### config.mk
export PLATFORM = sky130hd
export DESIGN_NAME = bus_slave_command_responder_top
export DESIGN_NICKNAME = d
export VERILOG_FILES = /design/src/rtl/core/bscr_pkg.sv /design/src/rtl/core/bscr_decode.sv /design/src/rtl/core/bscr_slot.sv /design/src/rtl/core/bus_slave_command_responder_top.sv
export SDC_FILE = /design/constraint.sdc
export NUM_CORES = 1
export LEC_CHECK = 0
export ABC_AREA = 0
export BUFFER_PORTS_ARGS = -buffer_cell sky130_fd_sc_hd__buf_2
export CAP_MARGIN = 20
export CORE_MARGIN = 2
export CORE_UTILIZATION = 40
export DETAILED_ROUTE_END_ITERATION = 12
export GPL_TIMING_DRIVEN = 0
export PLACE_DENSITY = 0.69
export SLEW_MARGIN = 20
export SYNTH_ARGS = -nofsm -noshare
export SYNTH_HDL_FRONTEND = slang
export SYNTH_SLANG_ARGS = --single-unit
### constraint.sdc
create_clock -name clk -period 4.5 [get_ports clk]
set_clock_uncertainty 0.2 [all_clocks]
set_input_delay 0.9 -clock clk [delete_from_list [all_inputs] [get_ports clk]]
set_output_delay 0.9 -clock clk [all_outputs]
set_load 0.01 [all_outputs]
### src/rtl/core/bscr_pkg.sv
// ----------------------------------------------------------------------------
// bscr_pkg: shared types and constants of the bus slave command responder
// Holds the command constants, the pending reply kinds and the structs that
// carry decode and slot status between the submodules.
// ----------------------------------------------------------------------------
package bscr_pkg;

    localparam logic [7:0]  BCAST_CODE  = 8'h20;
    localparam logic [7:0]  BCAST_REPLY = 8'hA0;
    localparam logic [7:0]  BCAST_ADDR  = 8'h00;
    localparam logic [7:0]  BCAST_LEN   = 8'd12;
    localparam logic [7:0]  WRITE_LEN   = 8'd5;
    localparam logic [7:0]  READ_LEN    = 8'd0;
    localparam logic [15:0] FIXED_TEMP  = 16'd2850;
    localparam logic [6:0]  SLOT_BASE   = 7'd5;
    localparam logic [6:0]  ELAPSED_MAX = 7'd127;
    localparam int          PAY_BYTES   = 12;

    // Item kinds on the input channel.
    localparam logic FUNC_FRAME = 1'b0;
    localparam logic FUNC_TICK  = 1'b1;

    // Result kinds on the output channel.
    localparam logic OUT_SETPOINT = 1'b0;
    localparam logic OUT_REPLY    = 1'b1;

    // Register indexes of the configuration port.
    localparam logic [2:0] REG_OWN_ADDR         = 3'd0;
    localparam logic [2:0] REG_WRITE_CODE       = 3'd1;
    localparam logic [2:0] REG_READ_CODE        = 3'd2;
    localparam logic [2:0] REG_READ_REPLY_CODE  = 3'd3;
    localparam logic [2:0] REG_WRITE_REPLY_CODE = 3'd4;

    typedef enum logic [1:0] {
        KIND_BCAST = 2'd0,
        KIND_WRITE = 2'd1,
        KIND_READ  = 2'd2
    } reply_kind_t;

    // Outcome of decoding one frame.
    typedef struct packed {
        logic        hit;       // frame is addressed to us and is a known command
        logic        setpoint;  // frame also produces a setpoint update
        reply_kind_t kind;      // reply type to send when the slot expires
        logic [6:0]  delay;     // slot length in milliseconds
    } dec_t;

    // Status of the reply slot timer.
    typedef struct packed {
        logic        waiting;   // a reply is pending
        logic        fire;      // the current beat is the tick that ends the slot
        reply_kind_t kind;      // reply type of the pending reply
    } slot_t;

    // Slot length of a broadcast frame: 5 ms plus 20 ms per slice position.
    function automatic logic [6:0] bcast_delay(input logic [1:0] slice);
        logic [6:0] d;
        case (slice)
            2'd0:    d = 7'd5;
            2'd1:    d = 7'd25;
            2'd2:    d = 7'd45;
            2'd3:    d = 7'd65;
            default: d = 7'd5;
        endcase
        return d;
    endfunction

endpackage

### src/rtl/core/bscr_decode.sv
// ----------------------------------------------------------------------------
// bscr_decode: frame decoder
// Checks address, command and length of a frame, picks the setpoint bytes
// out of the payload and works out the reply type and slot length.
// ----------------------------------------------------------------------------
module bscr_decode
(
    input  logic [7:0]         frame_addr,
    input  logic [7:0]         frame_cmd,
    input  logic [7:0]         frame_len,
    input  logic [31:0]        payload_head,
    input  logic [63:0]        payload_tail,
    input  logic [2:0]         own_addr,
    input  logic [7:0]         write_code,
    input  logic [7:0]         read_code,
    output bscr_pkg::dec_t     dec,
    output logic [7:0]         set_enable,
    output logic signed [15:0] set_current
);
    import bscr_pkg::*;

    logic [7:0] pay [PAY_BYTES];
    logic [1:0] slice;
    logic       addr_ok;
    logic       is_bcast;
    logic       is_write;
    logic       is_read;
    logic       to_bcast;
    logic [7:0] bc_en;
    logic [7:0] bc_hi;
    logic [7:0] bc_lo;

    // The slice position is (own_addr - 1) mod 4.
    assign slice = own_addr[1:0] - 2'd1;

    always_comb
    begin
        for (int i = 0; i < 4; i++)
        begin
            pay[i] = payload_head[31 - 8 * i -: 8];
        end
        for (int i = 0; i < 8; i++)
        begin
            pay[i + 4] = payload_tail[63 - 8 * i -: 8];
        end
    end

    assign to_bcast = (frame_addr == BCAST_ADDR);
    assign addr_ok  = to_bcast || (frame_addr == {5'd0, own_addr});
    assign is_bcast = (frame_cmd == BCAST_CODE) && (frame_len == BCAST_LEN);
    assign is_write = !is_bcast && (frame_cmd == write_code) && (frame_len == WRITE_LEN);
    assign is_read  = !is_bcast && !is_write && (frame_cmd == read_code)
                      && (frame_len == READ_LEN);

    always_comb
    begin
        case (slice)
            2'd0:
            begin
                bc_en = pay[0]; bc_hi = pay[1]; bc_lo = pay[2];
            end
            2'd1:
            begin
                bc_en = pay[3]; bc_hi = pay[4]; bc_lo = pay[5];
            end
            2'd2:
            begin
                bc_en = pay[6]; bc_hi = pay[7]; bc_lo = pay[8];
            end
            2'd3:
            begin
                bc_en = pay[9]; bc_hi = pay[10]; bc_lo = pay[11];
            end
            default:
            begin
                bc_en = pay[0]; bc_hi = pay[1]; bc_lo = pay[2];
            end
        endcase
    end

    always_comb
    begin
        dec.hit      = addr_ok && (is_bcast || is_write || is_read);
        dec.setpoint = addr_ok && (is_bcast || is_write);
        dec.delay    = to_bcast ? bcast_delay(slice) : SLOT_BASE;
        // The reply type follows the command code alone, read first.
        if (frame_cmd == read_code)
        begin
            dec.kind = KIND_READ;
        end
        else if (frame_cmd == BCAST_CODE)
        begin
            dec.kind = KIND_BCAST;
        end
        else
        begin
            dec.kind = KIND_WRITE;
        end
    end

    assign set_enable  = is_bcast ? bc_en : pay[0];
    assign set_current = is_bcast ? $signed({bc_hi, bc_lo}) : $signed({pay[3], pay[4]});

endmodule

### src/rtl/core/bscr_slot.sv
// ----------------------------------------------------------------------------
// bscr_slot: reply slot timer
// Holds the pending reply and counts millisecond ticks until its time slot
// has run out.
// ----------------------------------------------------------------------------
module bscr_slot
(
    input  logic           clk,
    input  logic           rst_n,
    input  logic           beat,
    input  logic           func,
    input  bscr_pkg::dec_t dec,
    output bscr_pkg::slot_t slot
);
    import bscr_pkg::*;

    logic        waiting_reg;
    logic        waiting_next;
    reply_kind_t kind_reg;
    reply_kind_t kind_next;
    logic [6:0]  delay_reg;
    logic [6:0]  delay_next;
    logic [6:0]  elapsed_reg;
    logic [6:0]  elapsed_next;
    logic [6:0]  elapsed_inc;
    logic        fire;

    assign elapsed_inc = (elapsed_reg == ELAPSED_MAX) ? elapsed_reg : elapsed_reg + 7'd1;
    assign fire        = beat && (func == FUNC_TICK) && waiting_reg
                         && (elapsed_inc >= delay_reg);

    always_comb
    begin
        waiting_next = waiting_reg;
        kind_next    = kind_reg;
        delay_next   = delay_reg;
        elapsed_next = elapsed_reg;
        if (beat)
        begin
            if (func == FUNC_TICK)
            begin
                if (waiting_reg)
                begin
                    if (fire)
                    begin
                        waiting_next = 1'b0;
                        elapsed_next = 7'd0;
                    end
                    else
                    begin
                        elapsed_next = elapsed_inc;
                    end
                end
            end
            else if (!waiting_reg && dec.hit)
            begin
                waiting_next = 1'b1;
                kind_next    = dec.kind;
                delay_next   = dec.delay;
                elapsed_next = 7'd0;
            end
        end
    end

    always_ff @(posedge clk or negedge rst_n)
    begin
        if (!rst_n)
        begin
            waiting_reg <= 1'b0;
            kind_reg    <= KIND_BCAST;
            delay_reg   <= 7'd0;
            elapsed_reg <= 7'd0;
        end
        else
        begin
            waiting_reg <= waiting_next;
            kind_reg    <= kind_next;
            delay_reg   <= delay_next;
            elapsed_reg <= elapsed_next;
        end
    end

    assign slot.waiting = waiting_reg;
    assign slot.fire    = fire;
    assign slot.kind    = kind_reg;

`ifndef SYNTHESIS
    // The tick counter only runs while a reply is pending.
    assert property (@(posedge clk) disable iff (!rst_n)
        !waiting_reg |-> (elapsed_reg == 7'd0))
        else $error("slot counter nonzero while idle");

    // A reply that fires returns the timer to idle.
    assert property (@(posedge clk) disable iff (!rst_n)
        fire |=> !waiting_reg)
        else $error("slot timer still waiting after reply");

    // A pending slot never shrinks or grows while it is being timed.
    assert property (@(posedge clk) disable iff (!rst_n)
        (waiting_reg && !fire) |=> $stable(delay_reg) && waiting_reg)
        else $error("slot length changed while waiting");
`endif

endmodule

### src/rtl/core/bus_slave_command_responder_top.sv
// ----------------------------------------------------------------------------
// bus_slave_command_responder_top: slave end of a multidrop command bus
// Decodes parsed frames, emits setpoint updates and times status replies.
// ----------------------------------------------------------------------------
// Usage. Each input beat is either a parsed frame (func = 0) or a one
// millisecond tick (func = 1). A frame addressed to the own address or to
// broadcast address 0 that carries broadcast control, single write or read
// status is taken while the block is idle. Both control commands produce a
// setpoint beat on the output in the cycle after the frame is accepted. Every
// taken frame opens a time slot of 5 ms, or 5 + 20 * ((own address - 1) mod 4)
// ms for a frame to broadcast address 0; the tick that ends the slot produces
// a reply beat in the next cycle. Other frames, frames that arrive during a slot
// and idle ticks give no output beat.
// Throughput is one input beat per cycle while the receiver keeps up: the decode,
// the slot counter update and the output register load all happen in the same
// cycle, and a beat that gives output shows it valid in the cycle after it is taken.
// When the receiver stalls, the output register holds its beat and in_ready
// drops until that beat is taken; in_ready stays high while the output
// register is empty or being drained in the same cycle.
// Reset clears the pending slot, empties the output register and loads the
// configuration registers with their defaults. Configuration writes through
// cfg_we take effect at once and are meant for an idle block.
// ----------------------------------------------------------------------------
module bus_slave_command_responder_top
(
    input  logic               clk,
    input  logic               rst_n,
    // Configuration write port.
    input  logic               cfg_we,
    input  logic [2:0]         cfg_index,
    input  logic [7:0]         cfg_data,
    // Input channel.
    input  logic               in_valid,
    output logic               in_ready,
    input  logic               func,
    input  logic [7:0]         frame_addr,
    input  logic [7:0]         frame_cmd,
    input  logic [7:0]         frame_len,
    input  logic [31:0]        payload_head,
    input  logic [63:0]        payload_tail,
    input  logic [7:0]         meas_state,
    input  logic [15:0]        meas_current,
    // Output channel.
    output logic               out_valid,
    input  logic               out_ready,
    output logic               out_kind,
    output logic [7:0]         set_enable,
    output logic signed [15:0] set_current,
    output logic [2:0]         reply_addr,
    output logic [7:0]         reply_code,
    output logic [7:0]         reply_state,
    output logic [15:0]        reply_temp,
    output logic [15:0]        reply_current
);
    import bscr_pkg::*;

    // Configuration registers.
    logic [2:0] own_addr_reg;
    logic [7:0] write_code_reg;
    logic [7:0] read_code_reg;
    logic [7:0] read_reply_code_reg;
    logic [7:0] write_reply_code_reg;

    // Output register.
    logic               out_valid_reg;
    logic               out_valid_next;
    logic               out_kind_reg;
    logic [7:0]         set_enable_reg;
    logic signed [15:0] set_current_reg;
    logic [2:0]         reply_addr_reg;
    logic [7:0]         reply_code_reg;
    logic [7:0]         reply_state_reg;
    logic [15:0]        reply_temp_reg;
    logic [15:0]        reply_current_reg;

    dec_t               dec;
    slot_t              slot;
    logic [7:0]         dec_enable;
    logic signed [15:0] dec_current;
    logic               beat;
    logic               emit_setpoint;
    logic               emit_reply;
    logic [7:0]         reply_code_sel;

    assign in_ready = !out_valid_reg || out_ready;
    assign beat     = in_valid && in_ready;

    bscr_decode u_decode
    (
        .frame_addr   (frame_addr),
        .frame_cmd    (frame_cmd),
        .frame_len    (frame_len),
        .payload_head (payload_head),
        .payload_tail (payload_tail),
        .own_addr     (own_addr_reg),
        .write_code   (write_code_reg),
        .read_code    (read_code_reg),
        .dec          (dec),
        .set_enable   (dec_enable),
        .set_current  (dec_current)
    );

    bscr_slot u_slot
    (
        .clk   (clk),
        .rst_n (rst_n),
        .beat  (beat),
        .func  (func),
        .dec   (dec),
        .slot  (slot)
    );

    // A setpoint is only produced by a frame taken while idle.
    assign emit_setpoint = beat && (func == FUNC_FRAME) && !slot.waiting && dec.setpoint;
    assign emit_reply    = slot.fire;

    // The reply code is looked up when the reply goes out.
    always_comb
    begin
        case (slot.kind)
            KIND_READ:  reply_code_sel = read_reply_code_reg;
            KIND_BCAST: reply_code_sel = BCAST_REPLY;
            KIND_WRITE: reply_code_sel = write_reply_code_reg;
            default:    reply_code_sel = write_reply_code_reg;
        endcase
    end

    always_ff @(posedge clk or negedge rst_n)
    begin
        if (!rst_n)
        begin
            own_addr_reg         <= 3'd1;
            write_code_reg       <= 8'd16;
            read_code_reg        <= 8'd3;
            read_reply_code_reg  <= 8'd131;
            write_reply_code_reg <= 8'd144;
        end
        else if (cfg_we)
        begin
            case (cfg_index)
                REG_OWN_ADDR:         own_addr_reg         <= cfg_data[2:0];
                REG_WRITE_CODE:       write_code_reg       <= cfg_data;
                REG_READ_CODE:        read_code_reg        <= cfg_data;
                REG_READ_REPLY_CODE:  read_reply_code_reg  <= cfg_data;
                REG_WRITE_REPLY_CODE: write_reply_code_reg <= cfg_data;
                default:              ;
            endcase
        end
    end

    always_comb
    begin
        out_valid_next = out_valid_reg;
        if (emit_setpoint || emit_reply)
        begin
            out_valid_next = 1'b1;
        end
        else if (out_ready)
        begin
            out_valid_next = 1'b0;
        end
    end

    always_ff @(posedge clk or negedge rst_n)
    begin
        if (!rst_n)
        begin
            out_valid_reg <= 1'b0;
        end
        else
        begin
            out_valid_reg <= out_valid_next;
        end
    end

    // Payload of the output register; unused fields of each kind are zero.
    always_ff @(posedge clk)
    begin
        if (emit_setpoint)
        begin
            out_kind_reg      <= OUT_SETPOINT;
            set_enable_reg    <= dec_enable;
            set_current_reg   <= dec_current;
            reply_addr_reg    <= 3'd0;
            reply_code_reg    <= 8'd0;
            reply_state_reg   <= 8'd0;
            reply_temp_reg    <= 16'd0;
            reply_current_reg <= 16'd0;
        end
        else if (emit_reply)
        begin
            out_kind_reg      <= OUT_REPLY;
            set_enable_reg    <= 8'd0;
            set_current_reg   <= 16'sd0;
            reply_addr_reg    <= own_addr_reg;
            reply_code_reg    <= reply_code_sel;
            reply_state_reg   <= meas_state;
            reply_temp_reg    <= FIXED_TEMP;
            reply_current_reg <= meas_current;
        end
    end

    assign out_valid     = out_valid_reg;
    assign out_kind      = out_kind_reg;
    assign set_enable    = set_enable_reg;
    assign set_current   = set_current_reg;
    assign reply_addr    = reply_addr_reg;
    assign reply_code    = reply_code_reg;
    assign reply_state   = reply_state_reg;
    assign reply_temp    = reply_temp_reg;
    assign reply_current = reply_current_reg;

`ifndef SYNTHESIS
    // A matching control frame shows up as a setpoint beat in the next cycle.
    assert property (@(posedge clk) disable iff (!rst_n)
        emit_setpoint |=> out_valid && (out_kind == OUT_SETPOINT))
        else $error("setpoint beat missing");

    // The tick that closes the slot gives a reply with the fixed temperature.
    assert property (@(posedge clk) disable iff (!rst_n)
        emit_reply |=> out_valid && (out_kind == OUT_REPLY) && (reply_temp == FIXED_TEMP))
        else $error("reply beat missing or malformed");

    // A frame that arrives during a slot is dropped.
    assert property (@(posedge clk) disable iff (!rst_n)
        (beat && (func == FUNC_FRAME) && slot.waiting) |=> !out_valid)
        else $error("frame during slot produced a beat");

    // A setpoint and a reply never compete for the output register.
    assert property (@(posedge clk) disable iff (!rst_n)
        !(emit_setpoint && emit_reply))
        else $error("setpoint and reply in the same cycle");
`endif

endmodule

Word level (Yosys, flattened, before mapping)
Index checks and enable logic that the tools add are counted.
Operators by class
  add/subtract/negate cells: 2
  order comparisons: 1
  equal/unequal tests: 16
  multiplexer cells: 25
  bitwise operators: 1
  reduce and logical (&&, ||, !) cells: 41
Operator list (count)
  one-hot mux 8 bit (4 select lines): 3
  2-to-1 mux 16 bit: 3
  2-to-1 mux 7 bit: 6
  one-hot mux 7 bit (4 select lines): 1
  2-to-1 mux 8 bit: 3
  equality test 8 bit: 2
  logical AND 1 bit: 16
  zero test 8 bit: 2
  one-hot mux 8 bit (2 select lines): 1
  AND reduction 2 bit: 6
  equality test 8 x 3 -> 1 bit: 1
  equality test 8 x 3 -> 1 bit, second input constant: 1
  equality test 8 x 4 -> 1 bit, second input constant: 1
  equality test 8 x 6 -> 1 bit, second input constant: 1
  adder 7 x 1 -> 7 bit, second input constant: 1
  equality test 7 bit, second input constant: 1
  greater-or-equal comparator 7 bit: 1
  2-to-1 mux 1 bit: 7
  equality test 2 bit, second input constant: 3
  equality test 3 x 2 -> 1 bit, second input constant: 2
  AND reduction 3 bit: 2
  nonzero test 2 bit: 3
  logical OR 1 bit: 5
  zero test 1 bit: 4
  9 further kinds: 10
Word-level totals
  register bits after elaboration: 114
  input bits: 161
  output and inout port bits: 78
  word-level logic and storage cells: 104

Logic depth before layout (Yosys ltp)
  depth in word-level cells: 14
  gate-level depth with buffers: 15
  depth with buffers taken out: 13

Modules after synthesis
From an unflattened synthesis, not the netlist that was laid out.
Second synthesis, totals
  cell total of the unflattened synthesis: 571
  area total of the unflattened synthesis: 6218.5 µm²
By module, submodules not included
  bus_slave_command_responder_top: times used 1, cells each 283, area an instance 3841.2 µm², sequential area each 2353.5 µm²
  bscr_decode: times used 1, cells each 185, area an instance 1346.3 µm², sequential area each 0.0 µm²
  bscr_slot: times used 1, cells each 103, area an instance 1031.0 µm², sequential area each 425.4 µm²

Worst setup path before layout
Ideal clock, no wire load.
  path type: input to register
  from: input frame_addr[5]
  to: register set_current_reg[0], in the netlist set_current[0] (enable)
  setup time: 381 ps
  data arrival time: 3094 ps
  data required time: 3919 ps
  path slack: 825 ps
  stages on the path: 9
  path buffers: 3
  cell sequence: or4_1 > nor2_1 > nand2_1 > a31o_2 > clkbuf_1 > a21o_1 > clkbuf_1 > buf_1 > nand2_1
On the way
  cells in the longest elaborated chain, start to end: 5
  elaborated cells between the ends (all ways): 6
  those cells by class: eq/ne: 1; reduce/logical: 5
RTL lines
  start, declared: RTL line bus_slave_command_responder_top.sv:36  | input logic [7:0] frame_addr,
  equality test 8 x 3 -> 1 bit or zero test 8 bit (tied branches): RTL line bscr_decode.sv:49, bscr_decode.sv:48
  logical OR 1 bit (*): RTL line bscr_decode.sv:49  | assign addr_ok = to_bcast || (frame_addr == {5'd0, own_addr});
  logical AND 1 bit (*): RTL line bscr_decode.sv:84  | dec.setpoint = addr_ok && (is_bcast || is_write);
  logical AND 1 bit (*): RTL line bus_slave_command_responder_top.sv:114  | assign emit_setpoint = beat && (func == FUNC_FRAME) && !slot.waiting && dec.setpoint;
  nonzero test 2 bit (no line) (*)
  end signal, assigned: RTL line bus_slave_command_responder_top.sv:183  | set_current_reg <= dec_current;
  end, declared: RTL line bus_slave_command_responder_top.sv:69  | logic signed [15:0] set_current_reg;
Every way passes the cells marked *; elsewhere a longest branch is shown, timed or not.
A chain may end at the register's enable or synchronous reset.

Final worst setup path
  from: register own_addr_reg[0]
  to: register set_current_reg[5], in the netlist set_current[5] (enable)
On the way
  cells in the longest elaborated chain, start to end: 5
RTL lines
  start, declared: RTL line bus_slave_command_responder_top.sv:58  | logic [2:0] own_addr_reg;
  start signal, assigned: RTL line bus_slave_command_responder_top.sv:141  | REG_OWN_ADDR: own_addr_reg <= cfg_data[2:0];
  equality test 8 x 3 -> 1 bit: RTL line bscr_decode.sv:49
  logical OR 1 bit: RTL line bscr_decode.sv:49
  logical AND 1 bit: RTL line bscr_decode.sv:84
  logical AND 1 bit: RTL line bus_slave_command_responder_top.sv:114
  nonzero test 2 bit (no line)
No other way between the ends.

==> impl_results.md <==
- Max Slew Vio Count: 0
- Top-count cell post-synth: nand2_1
- Pwr dens: 320 nW/um2
- Routed wire length: 16700 um
- Area Growth Syn to Fin: 29.4%
- Async SR Flop Fraction: 0.464
- Ratio of cells with drive above 1 in the final layout: 0.405
- Rel. slew slack: 0.443
- Synth area leaders: dfrtp_1 18%, dfxtp_1 12%, edfxtp_1 12%
- Slew @ Worst Pin: 0.835 ns
- Core Area: 14400 um2
- Fin crit period: 3.90 ns
- Status: finished clean
- Avg WL per Cell: 16.9 um
- Top-area cell type share of the netlist area: 0.185
- Worst VDD drop: 0.000165 V
- Hold Crit Class: register to register
- Starting density of the core: 0.405
- Leak pwr: 0.00379 uW
- Chip Height: 125 um
- Register area: 2750 um2
- WS Path Type: register to register
- Post-CTS Setup Inserts: 0
- Vias: 5130
- CTS Root Cell: clkbuf_16
- Gp weighted congestion: 0.907
- Post-synth EDFFs: 24
- Post-synth top area cell: dfrtp_1
- Fmax: 257 MHz
- Register area share after synthesis: 0.473
- Total CTS buffers: 9
- DIE AREA: 15500 um2
- Setup-failing EPs final: 0
- FILL cells: 1356
- Maximum fanout along the worst path: 24
- Global route total overflow: 0
- Gate Count Post-Synth: 553
- Number of synthesized register bits: 112
- CTS tree: done
- Die width: 125 um
- Crit start category: register
- Max_cap viols: 0
- Commonest cells in the netlist: 54 x nand2_1, 52 x nor2_1, 43 x dfrtp_1
- Reg clk slew, reported paths: 0.07 ns
- Post-Syn Area: 5830 um2
- Top_reg_cell synth: dfrtp_1
- Number of global-route vias before repair: 4996
- Final period utilization: 0.866
- Hold_buf cts: 0
- Fin nets: 967
- # DRC: 0
- Fin util: 0.525
- Num ports: 239
- Longest Clk Path Bufs: 2
- GRT Resource Usage Total: 0.214
- Unrepaired setup endpoints after global routing: false
- Drt initial violations: 345
- Worst-skew pair later-pin latency: 0.35 ns
- DP Worst Slack: -0.0793 ns
- Fin. Hold Viols: 0
- Diodes inserted: 0
- Setup WS post-layout: 0.601 ns
- Synth Warn #: 0
- Syn Area/Cell: 10.5 um2
- Hold_ws: 0.252 ns
- First-pass GRT wire length: 26100 um
- Multi-input logic area: 2800 um2
- Antenna violations before repair: 0
- Synth cell types: 59
- Site row count: 44
- Crit path capture type: register
- Routed vias/inst: 5.19
- Clock Sinks: 112
- Post-DP HPWL: 12800 um
- I/O Buffers: 225
- Arr. time, crit path: 3.66 ns
- H-tree depth: 3
- Data required, critical path: 4.26 ns
- 1st-pass router iterations: 4
- Final ANT Viol Nets: 0
- Largest net degree at the start of global routing: 53
kinds of logic (layout without fill, tap and decap cells):
kind of cell / Yosys count / in the layout / synth area share
buf+inv: 64 / 305 / 0.0541
fa+ha+maj: 7 / 7 / 0.0150
xor+xnor: 20 / 20 / 0.0301
mux: 84 / 84 / 0.186
simple gates: 177 / 177 / 0.144
compound gates: 88 / 88 / 0.0967
flops: 112 / 112 / 0.473
other cells: 1 / 11 / 0.000644
critical path: stages (launching register included):
cell	delay (ns)
dfstp_2	0.52
clkbuf_1	0.33
o21ai_0	0.15
a31oi_1	0.21
or4_1	0.15
a31o_2	0.13
clkbuf_1	0.34
a21o_1	0.14
clkbuf_1	0.39
buf_1	0.44
nand2_2	0.49
path summary, 6_finish.rpt:
path	slack (ns)	end	cells after the start	start
setup / recovery	0.60	set_current[5]$_SDFFCE_PN0P_	10	own_addr_reg[0]$_DFFE_PN1P_
max in group asynchronous	3.25	u_slot.elapsed_reg[5]$_DFFE_PN0P_	1	rst_n
hold reg to reg	0.25	reply_code[5]$_SDFFE_PP0P_	2	reply_code[5]$_SDFFE_PP0P_
hold / removal	0.25	reply_code[5]$_SDFFE_PP0P_	2	reply_code[5]$_SDFFE_PP0P_
min in group asynchronous	0.38	write_code_reg[1]$_DFFE_PN0P_	1	rst_n
setup reg to reg	0.60	set_current[5]$_SDFFCE_PN0P_	10	own_addr_reg[0]$_DFFE_PN1P_
power by group:
group / internal [uW] / switching, uW / leakage, uW
sequential: 1110 / 37.0 / 0.00120
clock: 442 / 387 / 0.000149
combinational: 229 / 210 / 0.00243
total: 1780 / 634 / 0.00379
layout make-up:
type,count,share of cell area
repair buffers,225,0.150
clock inverters,6,0.0101
flip-flops and latches,112,0.365
well taps,184,0.0305
multi-input cells,387,0.372
clock buffers,10,0.0304
plain buffers,49,0.0349
inverters,15,0.00747
cells in the final DEF, fill, tap and decap left out, types with 4 or more instances in the layout:
master,count
and3_1,4
nor3_1,12
mux2i_1,35
a21oi_1,36
nand3_1,12
nor2b_1,8
a211oi_1,8
dfstp_2,9
xor2_1,9
o31ai_1,4
clkbuf_1,22
dfrtp_1,43
nand2_1,53
buf_1,7
edfxtp_1,24
nand4_1,6
or4_1,4
a221oi_1,6
ha_1,7
buf_2,224
dfxtp_1,36
inv_1,15
conb_1,11
mux4_2,16
clkbuf_16,9
buf_4,17
xnor2_1,11
nor4_1,6
nor2_1,52
mux2_2,32
o21ai_0,11
metrics by stage:
step	instance area, um2	instances	total power, uW	setup TNS, ns
CTS	7530	988	2440	0
floorplan	5860	563	1440	0
finish	7540	988	2410	0
detailed placement	7230	972	1600	-1.87
global placement	7220	972	1600	-1.98
global route	7540	988	2530	0
layer usage:
| metal | vias to the layer above | wire, um | GRT usage |
|---|---|---|---|
| met5 | - | 0 | 0 |
| met4 | 0 | 413 | 0.0701 |
| met3 | 29 | 1060 | 0.0468 |
| met2 | 187 | 8390 | 0.373 |
| met1 | 2459 | 6870 | 0.265 |
| li1 | 2455 | - | - |
repair_timing:
| item | in CTS | in global routing |
|---|---|---|
| hold endpoints to repair | 0 | 0 |
| resized for setup | 1 | 3 |
| pin swaps | 0 | 0 |
| endpoints found under the setup margin | 24 | 33 |
(Power assumes the default switching activity.)
